**src/rtl/text_console_scrollback_core_assert.svh**
```systemverilog
// ----------------------------------------------------------------------------
// text console assertion macros
// concurrent assertion wrappers shared by the console rtl
// ----------------------------------------------------------------------------
`ifndef TEXT_CONSOLE_SCROLLBACK_CORE_ASSERT_SVH
`define TEXT_CONSOLE_SCROLLBACK_CORE_ASSERT_SVH

// same-cycle implication, sampled on clk, off during reset
`define TCS_ASSERT_IMPL(lbl, ante, cons, msg) \
	lbl: assert property (@(posedge clk) disable iff (!arst_n) (ante) |-> (cons)) \
		else $error(msg);

// next-cycle implication, sampled on clk, off during reset
`define TCS_ASSERT_NEXT(lbl, ante, cons, msg) \
	lbl: assert property (@(posedge clk) disable iff (!arst_n) (ante) |=> (cons)) \
		else $error(msg);

`endif

```
**src/rtl/tcs_pkg.sv**
```systemverilog
// ----------------------------------------------------------------------------
// tcs_pkg
// shared types and codes of the text console
// ----------------------------------------------------------------------------
package tcs_pkg;

	localparam int FUNC_W     = 3;
	localparam int IN_DATA_W  = 32;
	localparam int OUT_DATA_W = 40;
	localparam int CFG_ADDR_W = 3;

	localparam logic [FUNC_W-1:0] FUNC_PRINT  = 3'd0;
	localparam logic [FUNC_W-1:0] FUNC_SET    = 3'd1;
	localparam logic [FUNC_W-1:0] FUNC_SCROLL = 3'd2;
	localparam logic [FUNC_W-1:0] FUNC_CLEAR  = 3'd3;
	localparam logic [FUNC_W-1:0] FUNC_READ   = 3'd4;

	localparam logic [7:0] NEWLINE_CODE = 8'd10;

	localparam logic REG_FG = 1'b0;
	localparam logic REG_BG = 1'b1;

	localparam logic [3:0] FG_RESET = 4'hF;
	localparam logic [3:0] BG_RESET = 4'h0;

	typedef enum logic [2:0] {
		OP_CHAR,
		OP_NEWLINE,
		OP_SET,
		OP_SCROLL,
		OP_CLEAR,
		OP_READ,
		OP_NOP
	} op_t;

	typedef struct packed {
		op_t              op;
		logic [7:0]       char_code;
		logic [6:0]       col;
		logic [4:0]       row;
		logic [7:0]       delta;
	} cmd_t;

	typedef struct packed {
		logic full;
		logic empty;
	} q_status_t;

	typedef struct packed {
		logic       was_cleared;
		logic [7:0] cell_color;
		logic [7:0] cell_char;
		logic [5:0] view_offset;
		logic [6:0] cursor_row;
		logic [6:0] cursor_col;
	} result_t;

endpackage

```
**src/rtl/tcs_front.sv**
```systemverilog
// ----------------------------------------------------------------------------
// tcs_front
// accepts command transfers and classifies them into queue entries
// ----------------------------------------------------------------------------
module tcs_front import tcs_pkg::*; (
	input  logic                 s_tvalid,
	output logic                 s_tready,
	input  logic [IN_DATA_W-1:0] s_tdata,
	input  logic [FUNC_W-1:0]    s_tuser,
	input  q_status_t            q_stat,
	input  logic                 clr_busy,
	output logic                 push,
	output cmd_t                 push_cmd
);

	logic [7:0] char_code;

	assign char_code = s_tdata[7:0];
	assign s_tready  = !q_stat.full && !clr_busy;
	assign push      = s_tvalid && s_tready;

	always_comb begin
		push_cmd.char_code = char_code;
		push_cmd.col       = s_tdata[14:8];
		push_cmd.row       = s_tdata[19:15];
		push_cmd.delta     = s_tdata[27:20];
		unique case (s_tuser)
			FUNC_PRINT:  push_cmd.op = (char_code == NEWLINE_CODE) ? OP_NEWLINE : OP_CHAR;
			FUNC_SET:    push_cmd.op = OP_SET;
			FUNC_SCROLL: push_cmd.op = OP_SCROLL;
			FUNC_CLEAR:  push_cmd.op = OP_CLEAR;
			FUNC_READ:   push_cmd.op = OP_READ;
			default:     push_cmd.op = OP_NOP;
		endcase
	end

endmodule

```
**config.mk**
```make
export PLATFORM = sky130hd
export DESIGN_NAME = tcs_front
export DESIGN_NICKNAME = d
export VERILOG_FILES = /design/src/rtl/text_console_scrollback_core_assert.svh /design/src/rtl/tcs_pkg.sv /design/src/rtl/tcs_front.sv
export SDC_FILE = /design/constraint.sdc
export NUM_CORES = 1
export LEC_CHECK = 0
export ABC_AREA = 1
export BUFFER_PORTS_ARGS = -buffer_cell sky130_fd_sc_hd__buf_4
export CAP_MARGIN = 20
export CORE_AREA = 4 4 41 43
export DETAILED_ROUTE_END_ITERATION = 12
export DIE_AREA = 0 0 45 47
export PLACE_DENSITY = 0.84
export SYNTH_ARGS = -nofsm -noshare
export SYNTH_HDL_FRONTEND = slang
export SYNTH_SLANG_ARGS = --single-unit
```
**constraint.sdc**
```tcl
create_clock -name vclk -period 0.8
set_input_delay 0.12 -clock vclk [all_inputs]
set_output_delay 0.12 -clock vclk [all_outputs]
set_load 0.01 [all_outputs]
```
Word level (Yosys, flattened, before mapping)
Cells that the tools add are included.
- flip-flop bits (word level): 0
- word-level logic and storage cells: 12
- output and inout port bits: 33
- bits of input ports: 39
- muxes and demuxes: 2
- reductions and logical operators: 5
- equality and inequality tests: 5
- operator list (cell ; count):
    $pmux 3 s5 ; 1
    $eq 8x4->1 const B ; 1
    $eq 3x2->1 const B ; 2
    $eq 3x1->1 const B ; 1
    $eq 3x3->1 const B ; 1
    $logic_not 3->1 ; 1
    $logic_and 1x1->1 ; 2
    $logic_not 1->1 ; 2
    $mux 1 ; 1

Longest topological paths before layout
- depth in word-level cells: 3
- gate-level depth with buffers: 5
- gate-level depth less buffers: 5

Worst setup path before layout
No wires, ideal clock.
- kind: input -> output
- from: input s_tuser[0]
- to: output push_cmd[28] in the netlist's numbering
- path buffers: 0
- path slack: 0.202 ns
- data required time: 0.680 ns
- stages on the path: 5
- arrival: 0.478 ns
- cells stage by stage: inv_2 nand2_2 nor2_1 nand3_1 nand2_1
- RTL lines (what ; line ; source):
    start, declared ; tcs_front.sv:9 ; input logic [FUNC_W-1:0] s_tuser,
    end, declared ; tcs_front.sv:13 ; output cmd_t push_cmd

==> results.yml <==
run_status:
  violations: "setup timing"
  status: "finished, violations left"
setup_path:
  arrival_ns: 0.68
  critical_path_class: "primary input to output port"
  cp_max_fo: 4
  crit_start: "s_tuser[1]"
  end_kind: "output port"
  worstSetupStartpointType: "primary input"
  cp.required_ns: 0.68
cells_and_area:
  seq_cell_count: 0
  fill_cells: 153
  drive_gt1_share_pct: 75.93
  fin_cells: 69
  synthToLayoutAreaGrowth_pct: 23.85
  seq_area_um2: 0
  nClkBuffers: 0
  nets: 95
  antenna_cells: 0
power_and_ir_drop:
  switching_power_w: 0.00009163
  p_leak_nw: 0.2210
  p_int_w: 0.0001177
  power_frac_clock_pct: 0
  p_seq_share_pct: 0
  switching_share_pct: 43.78
  combPwrFrac_pct: 100.0
  powerDensity_nw_per_um2: 519.5
  ir_worst_vdd_uv: 168.5
grt:
  grt_pass1_wl_um: 890
  grt_max_degree: 6
  antenna_found_initial: 0
  overflow: 0
  grt_usage_pct: 5.586
  grt_pass1_vias: 207
synth:
  muxShareOfSynthArea_pct: 0
  synth_top_family_by_area: "buffers and inverters"
  ys_types: 12
  synth_compound_area_share_pct: 4.615
  ys_seq_area_share_pct: 0
  synthSimpleGateAreaFrac_pct: 19.23
  syn_nets: 94
  yosys_warnings: 0
  syn-cell-area_um2: 325.3
  synthCells: 55
  synthXorXnorAreaFrac_pct: 0
  synth_area_per_cell_um2: 5.915
  synth_fa_ha_area_share_pct: 0
floorplan:
  chipHeight_um: 47
  start_util_pct: 25.00
  fp.dieW_um: 45
  die-area_um2: 2115
  num_rows: 13
  coreArea_um2: 1301
  io_pins: 72
flow_run:
  maxCapViolations: 0
route:
  viasPerCell: 4.159
  drtIter0Drc: 0
  drc: 0
  ant_nets: 0
  vias: 287
  detail_route.wl_per_cell_um: 10.20
  routed_wirelength_um: 704
  drtPass1Iterations: 1
cts:
  postCtsHoldBufs: 0
  post-cts-setup-buffer-count: 0
sta:
  fin_hold_ws_ns: 0.2400
  setup_ws_ns: -0.003810
  hold_violations: 0
  finalSetupViolations: 1
  drv_slew: 0
  fin_crit_sh_pct: 100.5
  slew_headroom_pct: 88.48
  tightestPinTransition_ns: 0.1725
  fmax_mhz: 1244
  period_needed_ns: 0.8038
  rsz0062_at_grt: "yes"
place:
  dp_cells: 69
  gp_congestion: 0.5462
  portBuffers: 27
worst_hold_path:
  min_path_type: "primary input to output port"
  hp-start: "s_tdata[10]"
-- synthesized netlist by cell type, drive strengths merged --
master | instances | area, um2
nor3b | 1 | 7.510
buf | 28 | 210.2
nand3 | 2 | 10.01
nor2 | 4 | 15.01
nand2 | 6 | 25.03
o21ai | 2 | 10.00
nor3 | 1 | 5.000
a21oi | 1 | 5.000
inv | 10 | 37.54
-- repair_timing --
action | 4_1_cts | 5_1_grt
pin swaps | 3 | 7
endpoints found under the setup margin | 1 | 2
endpoints found under the hold margin | 0 | 0
resized for setup | 7 | 16
-- cell type report --
class	count	area, um2	area share [%]
inverter	10	52.55	13.04
multi-input combinational	17	113.9	28.26
tap	15	18.77	4.658
timing repair buffer	27	217.7	54.04
-- kinds of logic after synthesis --
kind of cell | Yosys count
compound gates | 3
buf+inv | 38
simple gates | 14
-- path summary, 6_finish.rpt --
path	to	slack [ns]	depth (start not counted)
max	push_cmd[28]	-0.004	7
min	push_cmd[15]	0.24	0
-- stage by stage --
step	util (%)	setup TNS (ns)	cell area (um2)	power (W)	worst slack [ns]
CTS	27.31	-0.005736	355.3	0.0001860	-0.005736
global route	30.96	-0.04558	402.9	0.0002282	-0.04558
floorplan	-	0	325.3	0.0001870	0.2017
detailed placement	25.87	-0.05689	336.6	0.0001748	-0.05689
global placement	25.87	-0.04941	336.6	0.0001704	-0.04941
finish	30.96	-0.003810	402.9	0.0002093	-0.003810
-- cell usage in the layout, fill, tap and decap left out --
cell type	netlist	final
inv_4	0	1
inv_2	2	3
o21ai_0	1	1
nor3_2	0	1
nor2_2	0	1
nor2_1	4	2
o21ai_2	0	1
buf_8	0	1
buf_4	28	24
nand3_2	0	2
nand2_2	1	1
inv_6	0	1
nand2_1	5	4
a21oi_1	1	1
inv_8	0	1
nand2_4	0	1
buf_6	0	2
nor2_4	0	1
inv_1	8	4
nor3b_1	1	1
-- power by group through the flow --
| stage | clock (W) | sequential (W) | combinational [W] |
|---|---|---|---|
| detailed placement | 0 | 0 | 0.000175 |
| finish | 0 | 0 | 0.000209 |
| floorplan | 0 | 0 | 0.000187 |
| CTS | 0 | 0 | 0.000186 |
| global placement | 0 | 0 | 0.000170 |
| global route | 0 | 0 | 0.000228 |
-- routing by layer --
metal / share of wire [%] / vias up / track usage (%)
met5: 0 / - / 0
met4: 7.2 / 0 / 5.848
met3: 23 / 8 / 1.533
met2: 46 / 23 / 9.887
met1: 24 / 122 / 4.944
li1: - / 134 / -
-- worst max-delay path, cell delays in order --
cell and delay (ns):
buf_6 0.11, inv_6 0.06, nand2_4 0.05, nor2_4 0.11, nand3_2 0.08, nand2_2 0.07, buf_6 0.10
No activity file was read; power rests on OpenSTA's default activity.
