### src/rtl/text_console_scrollback_core_assert.svh
// ----------------------------------------------------------------------------
// text console assertion macros
// concurrent assertion wrappers shared by the console rtl
// ----------------------------------------------------------------------------
`ifndef TEXT_CONSOLE_SCROLLBACK_CORE_ASSERT_SVH
`define TEXT_CONSOLE_SCROLLBACK_CORE_ASSERT_SVH

// same-cycle implication, sampled on clk, off during reset
`define TCS_ASSERT_IMPL(lbl, ante, cons, msg) \
	lbl: assert property (@(posedge clk) disable iff (!arst_n) (ante) |-> (cons)) \
		else $error(msg);

// next-cycle implication, sampled on clk, off during reset
`define TCS_ASSERT_NEXT(lbl, ante, cons, msg) \
	lbl: assert property (@(posedge clk) disable iff (!arst_n) (ante) |=> (cons)) \
		else $error(msg);

`endif

### src/rtl/tcs_pkg.sv
// ----------------------------------------------------------------------------
// tcs_pkg
// shared types and codes of the text console
// ----------------------------------------------------------------------------
package tcs_pkg;

	localparam int FUNC_W     = 3;
	localparam int IN_DATA_W  = 32;
	localparam int OUT_DATA_W = 40;
	localparam int CFG_ADDR_W = 3;

	localparam logic [FUNC_W-1:0] FUNC_PRINT  = 3'd0;
	localparam logic [FUNC_W-1:0] FUNC_SET    = 3'd1;
	localparam logic [FUNC_W-1:0] FUNC_SCROLL = 3'd2;
	localparam logic [FUNC_W-1:0] FUNC_CLEAR  = 3'd3;
	localparam logic [FUNC_W-1:0] FUNC_READ   = 3'd4;

	localparam logic [7:0] NEWLINE_CODE = 8'd10;

	localparam logic REG_FG = 1'b0;
	localparam logic REG_BG = 1'b1;

	localparam logic [3:0] FG_RESET = 4'hF;
	localparam logic [3:0] BG_RESET = 4'h0;

	typedef enum logic [2:0] {
		OP_CHAR,
		OP_NEWLINE,
		OP_SET,
		OP_SCROLL,
		OP_CLEAR,
		OP_READ,
		OP_NOP
	} op_t;

	typedef struct packed {
		op_t              op;
		logic [7:0]       char_code;
		logic [6:0]       col;
		logic [4:0]       row;
		logic [7:0]       delta;
	} cmd_t;

	typedef struct packed {
		logic full;
		logic empty;
	} q_status_t;

	typedef struct packed {
		logic       was_cleared;
		logic [7:0] cell_color;
		logic [7:0] cell_char;
		logic [5:0] view_offset;
		logic [6:0] cursor_row;
		logic [6:0] cursor_col;
	} result_t;

endpackage

### src/rtl/tcs_fifo.sv
// ----------------------------------------------------------------------------
// tcs_fifo
// two-entry command queue between front and back
// ----------------------------------------------------------------------------
module tcs_fifo import tcs_pkg::*; (
	input  logic      clk,
	input  logic      arst_n,
	input  logic      push,
	input  cmd_t      push_cmd,
	input  logic      pop,
	output cmd_t      head,
	output q_status_t q_stat
);

	localparam int DEPTH = 2;
	localparam int PW    = $clog2(DEPTH);
	localparam int CW    = $clog2(DEPTH + 1);

	cmd_t          entry_q [DEPTH];
	logic [PW-1:0] wr_ptr_q;
	logic [PW-1:0] rd_ptr_q;
	logic [CW-1:0] count_q;

	assign head         = entry_q[rd_ptr_q];
	assign q_stat.full  = (count_q == CW'(DEPTH));
	assign q_stat.empty = (count_q == '0);

	always_ff @(posedge clk or negedge arst_n) begin
		if (!arst_n) begin
			wr_ptr_q <= '0;
			rd_ptr_q <= '0;
			count_q  <= '0;
		end else begin
			if (push) begin
				wr_ptr_q <= (wr_ptr_q == PW'(DEPTH - 1)) ? '0 : wr_ptr_q + 1'b1;
			end
			if (pop) begin
				rd_ptr_q <= (rd_ptr_q == PW'(DEPTH - 1)) ? '0 : rd_ptr_q + 1'b1;
			end
			if (push && !pop) begin
				count_q <= count_q + 1'b1;
			end else if (pop && !push) begin
				count_q <= count_q - 1'b1;
			end
		end
	end

	always_ff @(posedge clk) begin
		if (push) begin
			entry_q[wr_ptr_q] <= push_cmd;
		end
	end

endmodule

### config.mk
export PLATFORM = sky130hd
export DESIGN_NAME = tcs_fifo
export DESIGN_NICKNAME = d
export VERILOG_FILES = /design/src/rtl/text_console_scrollback_core_assert.svh /design/src/rtl/tcs_pkg.sv /design/src/rtl/tcs_fifo.sv
export SDC_FILE = /design/constraint.sdc
export NUM_CORES = 1
export LEC_CHECK = 0
export BUFFER_PORTS_ARGS = -buffer_cell sky130_fd_sc_hd__buf_2
export CAP_MARGIN = 20
export CELL_PAD_IN_SITES_DETAIL_PLACEMENT = 1
export CELL_PAD_IN_SITES_GLOBAL_PLACEMENT = 2
export CORE_MARGIN = 5
export CORE_UTILIZATION = 29
export DETAILED_ROUTE_END_ITERATION = 16
export PLACE_DENSITY = 0.72
export SLEW_MARGIN = 5
export SYNTH_ARGS = -nofsm -noshare
export SYNTH_HDL_FRONTEND = slang
export SYNTH_SLANG_ARGS = --single-unit
### constraint.sdc
create_clock -name clk -period 2.9 [get_ports clk]
set_input_delay 0 -clock clk [delete_from_list [all_inputs] [get_ports clk]]
set_output_delay 0 -clock clk [all_outputs]
set_load 0.01 [all_outputs]
; After elaboration in Yosys (flattened, before gate mapping)
; Memories as Yosys holds them, arrays and structs flattened.
; Cells that the tools add are included.
[classes]
n_addsub = 4
n_eq_ne = 1
mux = 6
reduce_logical = 6
[op_table]
columns = op, count
row1 = two-way mux 1 bit, 4
row2 = two-way mux 2 bit, 2
row3 = adder 1 bit (second input constant), 2
row4 = adder 2 x 1 -> 2 bit (second input constant), 1
row5 = equality test 2 bit (second input constant), 1
row6 = logical AND 1 bit, 2
row7 = logical NOT 1 bit, 2
row8 = logical NOT 2 bit, 1
row9 = nonzero test 2 bit, 1
row10 = subtractor 2 x 1 -> 2 bit (second input constant), 1
[totals]
reg_bits = 4
mem_bits_rw = 62
in_bits = 35
out_inout_bits = 33
elab_cells = 21
mem_count = 1
[memory_table]
columns = memory, words, word_bits, read_ports, rd_clocked_by_memory_dff, wr, line
row1 = entry_q, 2, 31, 1, 0, 1, tcs_fifo.sv:19  ; cmd_t entry_q [DEPTH];

; Depth between registers and ports, before layout
; Gate-level depths: netlist of the first run.
[depth]
ltp_word = 4
mapped_depth = 5
mapped_depth_nobuf = 5

; Worst setup path before layout of the first run
; Ideal clock, no wire load.
[synth_timing]
path_type = register to register
from = reg wr_ptr_q
to = mem entry_q[0][0] (netlist bit), enable pin
setup_time_ns = 0.423
arrival_time_ns = 1.798
required_ns = 2.477
slack_ns = 0.679
stages_incl_launch_ff = 2
n_path_buf = 0
synth_period_minus_slack_ns = 2.221
path_cell_list = dfrtp_1 -> nor2b_1
[synth_rtl]
columns = item, line
row1 = start: declaration, tcs_fifo.sv:20  ; logic [PW-1:0] wr_ptr_q;
row2 = start signal: assignment, tcs_fifo.sv:35  ; wr_ptr_q <= (wr_ptr_q == PW'(DEPTH - 1)) ? '0 : wr_ptr_q + 1'b1;
row3 = end: declaration, tcs_fifo.sv:19
; Straight into the memory's write port.

==> results of run 1 <==
## worst max-delay path: stages, from the launching register on
cell,delay (ns)
dfrtp_2,0.77
buf_4,0.39
mux2_4,0.33
buf_2,0.14
## stage by stage
stage | instances | setup WS, ns
floorplan | 113 | 0.679
global placement | 287 | 1.25
detailed placement | 287 | 1.26
CTS | 338 | 0.873
global route | 338 | 0.815
finish | 338 | 0.931
## sequential cells by signal, summed over array words and instances, names as in the netlist
signal	cells
entry_q	62
count_q	2
rd_ptr_q	1
wr_ptr_q	1
## cells in the mapped netlist
cell type / number
and2_1: 1
inv_1: 1
xor2_1: 4
buf_12: 3
ha_1: 1
dfrtp_1: 4
edfxtp_1: 62
nor2_1: 2
mux2_4: 29
mux2_2: 2
xnor2_1: 1
buf_6: 1
nor2b_1: 2
## cell type report
class | count | share of cell area [%]
Clock buffer | 9 | 3.51
Multi-Input combinational cell | 42 | 15.5
Timing Repair Buffer | 105 | 20.1
Inverter | 1 | 0.106
Tap cell | 108 | 3.83
Clock inverter | 7 | 1.28
Sequential cell | 66 | 55.7
## worst max path at each step
stage / startpoint / endpoint / slack, ns / depth (start not counted)
floorplan: wr_ptr_q / entry_q[0][0] / 0.68 / 1
global placement: rd_ptr_q / head[27] / 1.25 / 3
detailed placement: rd_ptr_q / head[27] / 1.26 / 3
CTS: rd_ptr_q / head[27] / 0.87 / 3
global route: rd_ptr_q / head[27] / 0.81 / 3
finish: rd_ptr_q / head[27] / 0.93 / 3
## where the power goes
| group | total, uW | switching (uW) | internal [uW] |
|---|---|---|---|
| clock | 650 | 344 | 306 |
| combinational | 938 | 413 | 525 |
| sequential | 1400 | 133 | 1270 |
| total | 2990 | 890 | 2100 |
## cells by family (layout without fill, tap and decap cells)
kind of cell	count (synthesis)	in the layout	synth area share (%)
xor+xnor	5	5	1.70
fa+ha+maj	1	1	0.485
buf+inv	5	122	2.91
flops	66	66	76.1
mux	31	31	17.8
simple gates	5	5	1.02
## metal layers
layer	wire length, um	part of all wire, %
met1	1920	40
met2	2410	50
met3	354	7.4
met4	108	2.3
met5	0	0
## cell usage in the layout (no fill, tap or decap)
master and n:
clkinv_2 2, nor2b_1 1, clkinv_1 1, clkbuf_8 9, clkinvlp_4 3, dlygate4sd3_1 35
buf_4 3, inv_1 1, edfxtp_1 62, buf_2 67, nor2b_4 1, inv_6 1
mux2_2 2, xor2_1 4, nor2_1 2, and2_1 1, mux2_4 29, dfrtp_1 3
xnor2_1 1, ha_1 1, dfrtp_2 1
==> impl_metrics.py, run 1 <==
metrics = {
    "outcome": {
        "status": "completed",
    },
    "routing": {
        "drt_wl_total_um": 4790,
        "drc": 0,
        "drt_iter0_markers": 37,
        "ant_nets": 0,
        "first_pass_iters": 3,
        "vias": 1388,
        "wl_per_cell_um": 14.2,
        "vias_per_cell": 4.11,
    },
    "cts": {
        "cts_tree": "built",
        "cts_buffers": 9,
        "cts_setup_buffers": 0,
        "ctsResizeCount": 0,
        "clk_pin_slew_worst_paths_ns": 0.07,
        "cts_max_level": 3,
        "clock-sinks": 66,
        "cts-hold-fix-buffers": 35,
        "root_buffer": "clkbuf_8",
        "cts_buffer_depth": 2,
        "clk_latency_ns": 0.34,
    },
    "logic_synthesis": {
        "synth_nets": 149,
        "yosys.area.top_type_share_pct": 72.2,
        "seq_area_frac_synth_pct": 76.1,
        "synth_area_mm2": 0.00258,
        "synth-seq-cells": 66,
        "synth_cells": 113,
        "yosysWarnings": 0,
        "synthTopCellsByArea": "edfxtp_1, mux2_4, dfrtp_1",
        "yosysTopAreaCell": "edfxtp_1",
        "synth.distinct_cells": 13,
        "synth_area_per_cell_um2": 22.8,
    },
    "worst_setup_path": {
        "endpoint_kind": "primary output",
        "critPathKind": "reg2out",
        "rrSetupSlack_ns": 1.33,
        "cp_data_arrival_time_ns": 1.97,
        "reg2reg_depth": 1,
        "r2r-end": "entry_q[0][20]",
        "cp-start-kind": "flop",
        "r2r_start": "wr_ptr_q",
        "crit_fanout": 20,
        "required_ns": 2.90,
    },
    "worst_hold_path": {
        "whs_path_depth": 2,
        "min-delay-start": "push_cmd[18]",
        "hold_class": "in2reg",
        "min_to": "entry_q[0][18]",
    },
    "global_route": {
        "grt-ovfl-total": 0,
        "antenna_found_initial": 0,
        "busiest_layer": "met2",
        "grt_pass1_wl_um": 8060,
        "grt_util_met2_pct": 16.3,
        "met1_usage_pct": 9.95,
        "grt_max_degree": 32,
        "grt_pass1_vias": 1654,
        "track_usage_pct": 9.52,
        "met3_usage_pct": 3.60,
    },
    "finish": {
        "nFillCells": 886,
        "syn_to_final_growth_pct": 36.8,
        "drive_above_1_share_pct": 51.3,
        "register_area_mm2": 0.00196,
        "fin_util_pct": 40.6,
        "finalNetCount": 261,
        "fin_area_mm2": 0.00353,
        "multi_input_area_um2": 548,
        "diodes": 0,
    },
    "timing": {
        "finClkSkew_ns": 0.00875,
        "setup_violations": 0,
        "slew_headroom_pct": 36.8,
        "hold_violations": 0,
        "hold_ws_ns": 0.379,
        "tightest_slew_ns": 0.946,
        "period_share_pct": 67.9,
        "slew_violations": 0,
        "max_freq_mhz": 508,
        "fin_setup_tns_ns": 0,
        "fin_crit_ns": 1.97,
        "rsz0062_at_grt": "false",
    },
    "floorplan": {
        "rows": 34,
        "start_util_pct": 29.7,
        "die_area_mm2": 0.0109,
        "coreArea_mm2": 0.00868,
        "die_y_um": 104,
        "die_x_um": 104,
        "ios": 68,
    },
    "placed_design": {
        "dp_hpwl_um": 3110,
        "io_buffers": 67,
        "globalplace.congestion": 0.620,
        "dpl-instance-area_mm2": 0.00301,
    },
    "power_and_ir_drop": {
        "finalPower_uw": 2990,
        "irDropWorstVdd_v": 0.000363,
        "p_leak_uw": 0.00143,
        "p_per_area_mw_per_mm2": 848,
    },
    "flow_run": {
        "maxCapViolCount": 0,
    },
}
No activity file was read; power rests on OpenSTA's default activity.
==> inputs of run 2 (changes only) <==
Settings changed: ABC_AREA from default to 1, PLACE_DENSITY 0.72 to 0.75.
Clock period 2.9 ns to 1.7 ns, I/O delays scaled along.
==> impl_metrics.py, run 2 <==
metrics = {
    "cts": {
        "clock-sinks": 66,
        "cts_buffers": 9,
        "clk_latency_ns": 0.33,
        "root_buffer": "clkbuf_8",
        "clk_pin_slew_worst_paths_ns": 0.07,
        "cts_tree": "built",
        "cts_max_level": 3,
        "cts_buffer_depth": 2,
    },
    "logic_synthesis": {
        "synth_edf_count": 62,
        "synthTopCellsByArea": "edfxtp_1, mux2_4, dfrtp_1",
        "yosys.area.top_type_share_pct": 71.7,
        "ys.flop_type": "edfxtp_1",
        "synth.distinct_cells": 14,
        "yosysMostFrequentCell": "edfxtp_1",
        "async_flop_share_pct": 6.06,
        "yosysWarnings": 0,
        "yosysTopAreaCell": "edfxtp_1",
        "seq_area_frac_synth_pct": 75.5,
        "synth_cells": 122,
        "synth_nets": 158,
        "synthTopCellsByCount": "edfxtp_1, mux2_4, inv_1, nand2_1, dfrtp_1",
        "synth_area_mm2": 0.00260,
        "synth_area_per_cell_um2": 21.3,
        "synth-seq-cells": 66,
    },
    "global_route": {
        "track_usage_pct": 10.3,
        "grt_pass1_vias": 1618,
        "grt-ovfl-total": 0,
        "antenna_found_initial": 0,
        "grt_pass1_wl_um": 8590,
        "grt_max_degree": 26,
    },
    "finish": {
        "top_regs": "entry_q: 62 flops, count_q: 2 flops",
        "drive_above_1_share_pct": 49.8,
        "final_cell_mix": "buf_2, edfxtp_1, dlygate4sd3_1",
        "fin_util_pct": 41.2,
        "syn_to_final_growth_pct": 38.4,
        "diodes": 0,
        "layout_commonest_cell": "buf_2",
        "fin_area_mm2": 0.00359,
        "regMostFlops": "entry_q",
        "finalNetCount": 274,
        "nFillCells": 858,
        "largest_register_ffs": 62,
    },
    "power_and_ir_drop": {
        "irDropWorstVdd_v": 0.000501,
        "p_leak_uw": 0.00149,
        "finalPower_uw": 5200,
        "p_per_area_mw_per_mm2": 1450,
    },
    "timing": {
        "layout_setup_ws_ns": 0.131,
        "period_share_pct": 92.3,
        "slew_violations": 0,
        "finClkSkew_ns": 0.00464,
        "tightest_slew_ns": 0.359,
        "rsz0062_at_grt": "false",
        "fin_crit_ns": 1.57,
        "hold_violations": 0,
        "fin_setup_tns_ns": 0,
        "setup_violations": 0,
        "max_freq_mhz": 637,
        "slew_headroom_pct": 76.1,
    },
    "worst_setup_path": {
        "crit_fanout": 9,
        "r2r-end": "entry_q[1][11]",
        "cp_data_arrival_time_ns": 1.57,
        "required_ns": 1.70,
        "worstPathCellList": "buf_4 -> mux2_2 -> buf_2",
        "critPathMaxStageDelay_ns": 0.56,
        "r2r_start": "wr_ptr_q",
        "endpoint_kind": "primary output",
        "worst_path_max_delay_cell": "dfrtp_2",
        "rrSetupSlack_ns": 0.44,
        "cp-start-kind": "flop",
        "reg2reg_depth": 3,
        "critPathKind": "reg2out",
    },
    "routing": {
        "ant_nets": 0,
        "drc": 0,
        "drt_iter0_markers": 15,
        "first_pass_iters": 4,
        "vias": 1423,
        "drt_wl_total_um": 5220,
        "routed-wl-met2_um": 2700,
        "vias_per_cell": 4.05,
        "met1_length_um": 2080,
        "top_layer": "met4",
        "wl_per_cell_um": 14.9,
        "wl_met3_um": 390,
    },
    "floorplan": {
        "ios": 68,
        "die_y_um": 105,
        "die_area_mm2": 0.0109,
        "start_util_pct": 29.8,
        "coreArea_mm2": 0.00872,
        "rows": 34,
        "die_x_um": 105,
    },
    "placed_design": {
        "dp_hpwl_um": 3500,
        "io_buffers": 67,
        "globalplace.congestion": 0.643,
        "pre_cts_ws_ns": 0.427,
        "dpl-instance-area_mm2": 0.00308,
    },
    "worst_hold_path": {
        "whs_path_depth": 2,
        "min_to": "entry_q[0][0]",
        "hold_class": "in2reg",
        "min-delay-start": "push_cmd[0]",
    },
    "outcome": {
        "status": "completed",
    },
    "flow_run": {
        "maxCapViolCount": 0,
    },
}
-- run 2: cell types whose count changed in the layout (fill, tap and decap cells not counted), moves of 2 or more --
cell,delta
xor2_1,-2
inv_1,+6
nand2_1,+5
buf_4,+2
buf_12,+2
-- run 2: worst max-delay path: cells and delay by family (launching register included) --
| family | cells | cell delay, ns |
|---|---|---|
| buffers and inverters | 2 | 0.36 |
| multiplexers | 1 | 0.33 |
| flip-flops | 1 | 0.56 |
-- run 2: layout make-up --
type	count	area [um^2]	area share (%)
repair buffers	109	763	21.2
inverters	7	26.3	0.731
clock buffers	10	128	3.55
multi-input cells	45	546	15.2
flip-flops and latches	66	1960	54.6
clock inverters	6	33.8	0.940
well taps	108	135	3.76
-- run 2: per-stage QoR --
step / std cells / hold slack [ns]
finish: 351 / 0.399
global route: 351 / 0.377
CTS: 351 / 0.370
detailed placement: 300 / -0.181
global placement: 300 / -0.182
floorplan: 122 / -0.296
-- run 2: worst max path at each step --
| stage | startpoint | to | slack (ns) | cells after the start |
|---|---|---|---|---|
| 2_1_floorplan | wr_ptr_q | entry_q[0][0] | 0.06 | 1 |
| 3_3_place_gp | wr_ptr_q | entry_q[1][14] | 0.45 | 3 |
| 3_5_place_dp | wr_ptr_q | entry_q[1][19] | 0.43 | 3 |
| 4_1_cts | rd_ptr_q | head[10] | 0.08 | 3 |
| 5_1_grt | rd_ptr_q | head[10] | 0.04 | 3 |
| 6_report | rd_ptr_q | head[11] | 0.13 | 3 |
-- run 2: cell families after synthesis --
| group | count (synthesis) | share of synthesized area (%) |
|---|---|---|
| flops | 66 | 75.5 |
| mux | 31 | 17.6 |
| buf+inv | 11 | 3.76 |
| simple gates | 10 | 1.59 |
| xor+xnor | 3 | 1.01 |
| fa+ha+maj | 1 | 0.482 |
-- run 2: routing by layer --
metal / GRT usage, % / vias to the layer above
met4: 3.84 / 0
met5: 0 / -
li1: - / 687
met2: 17.3 / 51
met1: 10.9 / 678
met3: 5.49 / 7
-- run 2: power by group --
| group | switching [uW] | leakage, uW | internal, uW | total (uW) |
|---|---|---|---|---|
| combinational | 806 | 0.000780 | 993 | 1800 |
| clock | 547 | 0.0000795 | 516 | 1060 |
| sequential | 171 | 0.000628 | 2170 | 2340 |
| total | 1520 | 0.00149 | 3680 | 5200 |
-- run 2: repair_timing --
action,in CTS,in global routing
resized for setup,0,0
hold endpoints to repair,68,0
setup endpoints to repair,0,0
setup buffers,0,0
hold buffers,35,0
==> inputs of run 3 (changes only) <==
Settings changed: CORE_UTILIZATION 29 to 34, PLACE_DENSITY 0.75 to 0.83.
==> impl_metrics.py, run 3 (synthesis results as in run 2) <==
metrics = {
    "outcome": {
        "status": "completed",
    },
    "global_route": {
        "track_usage_pct": 11.9,
        "grt_max_degree": 25,
        "grt-ovfl-total": 0,
        "grt_pass1_vias": 1646,
        "grt_pass1_wl_um": 8590,
        "antenna_found_initial": 0,
    },
    "floorplan": {
        "rows": 31,
        "die_y_um": 97.4,
        "die_area_mm2": 0.00949,
        "start_util_pct": 35.4,
        "ios": 68,
        "die_x_um": 97.4,
        "coreArea_mm2": 0.00733,
    },
    "worst_setup_path": {
        "rrSetupSlack_ns": 0.43,
        "worst-path-buf-inv": 2,
        "cp_data_arrival_time_ns": 1.54,
        "cp-start-kind": "flop",
        "path_depth": 3,
        "worst_path_max_delay_cell": "mux2_2",
        "required_ns": 1.70,
        "critPathMaxStageDelay_ns": 0.39,
        "worstPathCellList": "buf_4 -> mux2_2 -> buf_2",
        "reg2reg_depth": 2,
        "endpoint_kind": "primary output",
        "critPathKind": "reg2out",
        "endpoint": "head[10]",
        "r2r-end": "entry_q[0][14]",
        "path_delay_family": "buffers and inverters",
        "r2r_start": "wr_ptr_q",
        "crit_fanout": 18,
        "startpoint": "rd_ptr_q",
    },
    "power_and_ir_drop": {
        "power.internal_uw": 3780,
        "irDropWorstVdd_v": 0.000676,
        "p_per_area_mw_per_mm2": 1490,
        "swShare_pct": 29.5,
        "p_sw_uw": 1580,
        "seq_power_share_pct": 42.6,
        "p_clk_share_pct": 24.2,
        "p_leak_uw": 0.00149,
        "power_frac_comb_pct": 33.2,
    },
    "cts": {
        "cts_tree": "built",
        "ctsResizeCount": 0,
        "cts-hold-fix-buffers": 35,
        "root_buffer": "clkbuf_8",
        "clk_latency_ns": 0.34,
        "cts_max_level": 3,
        "clk_pin_slew_worst_paths_ns": 0.08,
        "cts_buffer_depth": 2,
        "cts_setup_buffers": 0,
        "cts_buffers": 9,
        "clock-sinks": 66,
    },
    "timing": {
        "rsz0062_at_grt": "false",
        "fin_crit_ns": 1.54,
        "hold_violations": 0,
        "layout_setup_ws_ns": 0.160,
        "fin_setup_tns_ns": 0,
        "max_freq_mhz": 650,
        "finClkSkew_ns": 0.0106,
        "period_share_pct": 90.6,
        "tightest_slew_ns": 0.316,
        "slew_violations": 0,
        "slew_headroom_pct": 78.9,
        "setup_violations": 0,
    },
    "placed_design": {
        "globalplace.congestion": 0.685,
        "dp_hpwl_um": 3510,
        "pre_cts_ws_ns": 0.437,
        "io_buffers": 67,
        "dp.cells": 289,
    },
    "finish": {
        "fin_util_pct": 49.1,
        "final_cell_mix": "buf_2, edfxtp_1, dlygate4sd3_1",
        "largest_register_ffs": 62,
        "layout_commonest_cell": "buf_2",
        "regMostFlops": "entry_q",
        "diodes": 0,
        "final_cells": 340,
        "top_regs": "entry_q: 62 flops, count_q: 2 flops",
        "syn_to_final_growth_pct": 38.4,
        "finalNetCount": 272,
        "drive_above_1_share_pct": 50.2,
    },
    "routing": {
        "ant_nets": 0,
        "drt_iter0_markers": 25,
        "drt_wl_total_um": 5360,
        "wl_per_cell_um": 15.8,
        "vias_per_cell": 4.24,
        "vias": 1443,
        "first_pass_iters": 3,
        "drc": 0,
    },
    "worst_hold_path": {
        "hold_class": "in2reg",
    },
    "flow_run": {
        "maxCapViolCount": 0,
    },
}
run 3: routing by layer:
metal / wire length [um] / share of wire (%) / track usage (%)
met5: 0 / 0 / 0
met4: 107 / 2.0 / 5.75
met3: 361 / 6.7 / 4.31
met2: 2850 / 53 / 20.6
met1: 2040 / 38 / 12.9
run 3: final cells by class:
type / count / area [um^2]
Fill cell: 730 / 3730
Timing Repair Buffer: 107 / 736
Multi-Input combinational cell: 45 / 546
Clock buffer: 9 / 124
Tap cell: 99 / 124
Inverter: 7 / 26.3
Sequential cell: 66 / 1960
Clock inverter: 7 / 77.6
run 3: how the worst min path moves through the flow:
stage	startpoint	endpoint	slack (ns)	depth (start not counted)
6_report	push_cmd[18]	entry_q[0][18]	0.39	2
5_1_grt	push_cmd[18]	entry_q[0][18]	0.37	2
4_1_cts	push_cmd[16]	entry_q[1][16]	0.37	2
3_5_place_dp	arst_n	count_q[1]	-0.19	1
3_3_place_gp	arst_n	count_q[1]	-0.18	1
2_1_floorplan	arst_n	count_q[0]	-0.30	0
run 3: per-stage QoR:
stage               area (um^2)  hold WS [ns]  total power (uW)
floorplan                  2600        -0.296              3590
global placement           3040        -0.181              4020
detailed placement         3040        -0.185              4070
CTS                        3600         0.370              5430
global route               3600         0.366              5660
finish                     3600         0.387              5370
run 3: power groups by stage:
| stage | clock network [uW] | registers (uW) | logic [uW] |
|---|---|---|---|
| floorplan | 0 | 2280 | 1310 |
| global placement | 0 | 2300 | 1720 |
| detailed placement | 0 | 2320 | 1740 |
| CTS | 1330 | 2290 | 1810 |
| global route | 1430 | 2320 | 1920 |
| finish | 1300 | 2280 | 1780 |
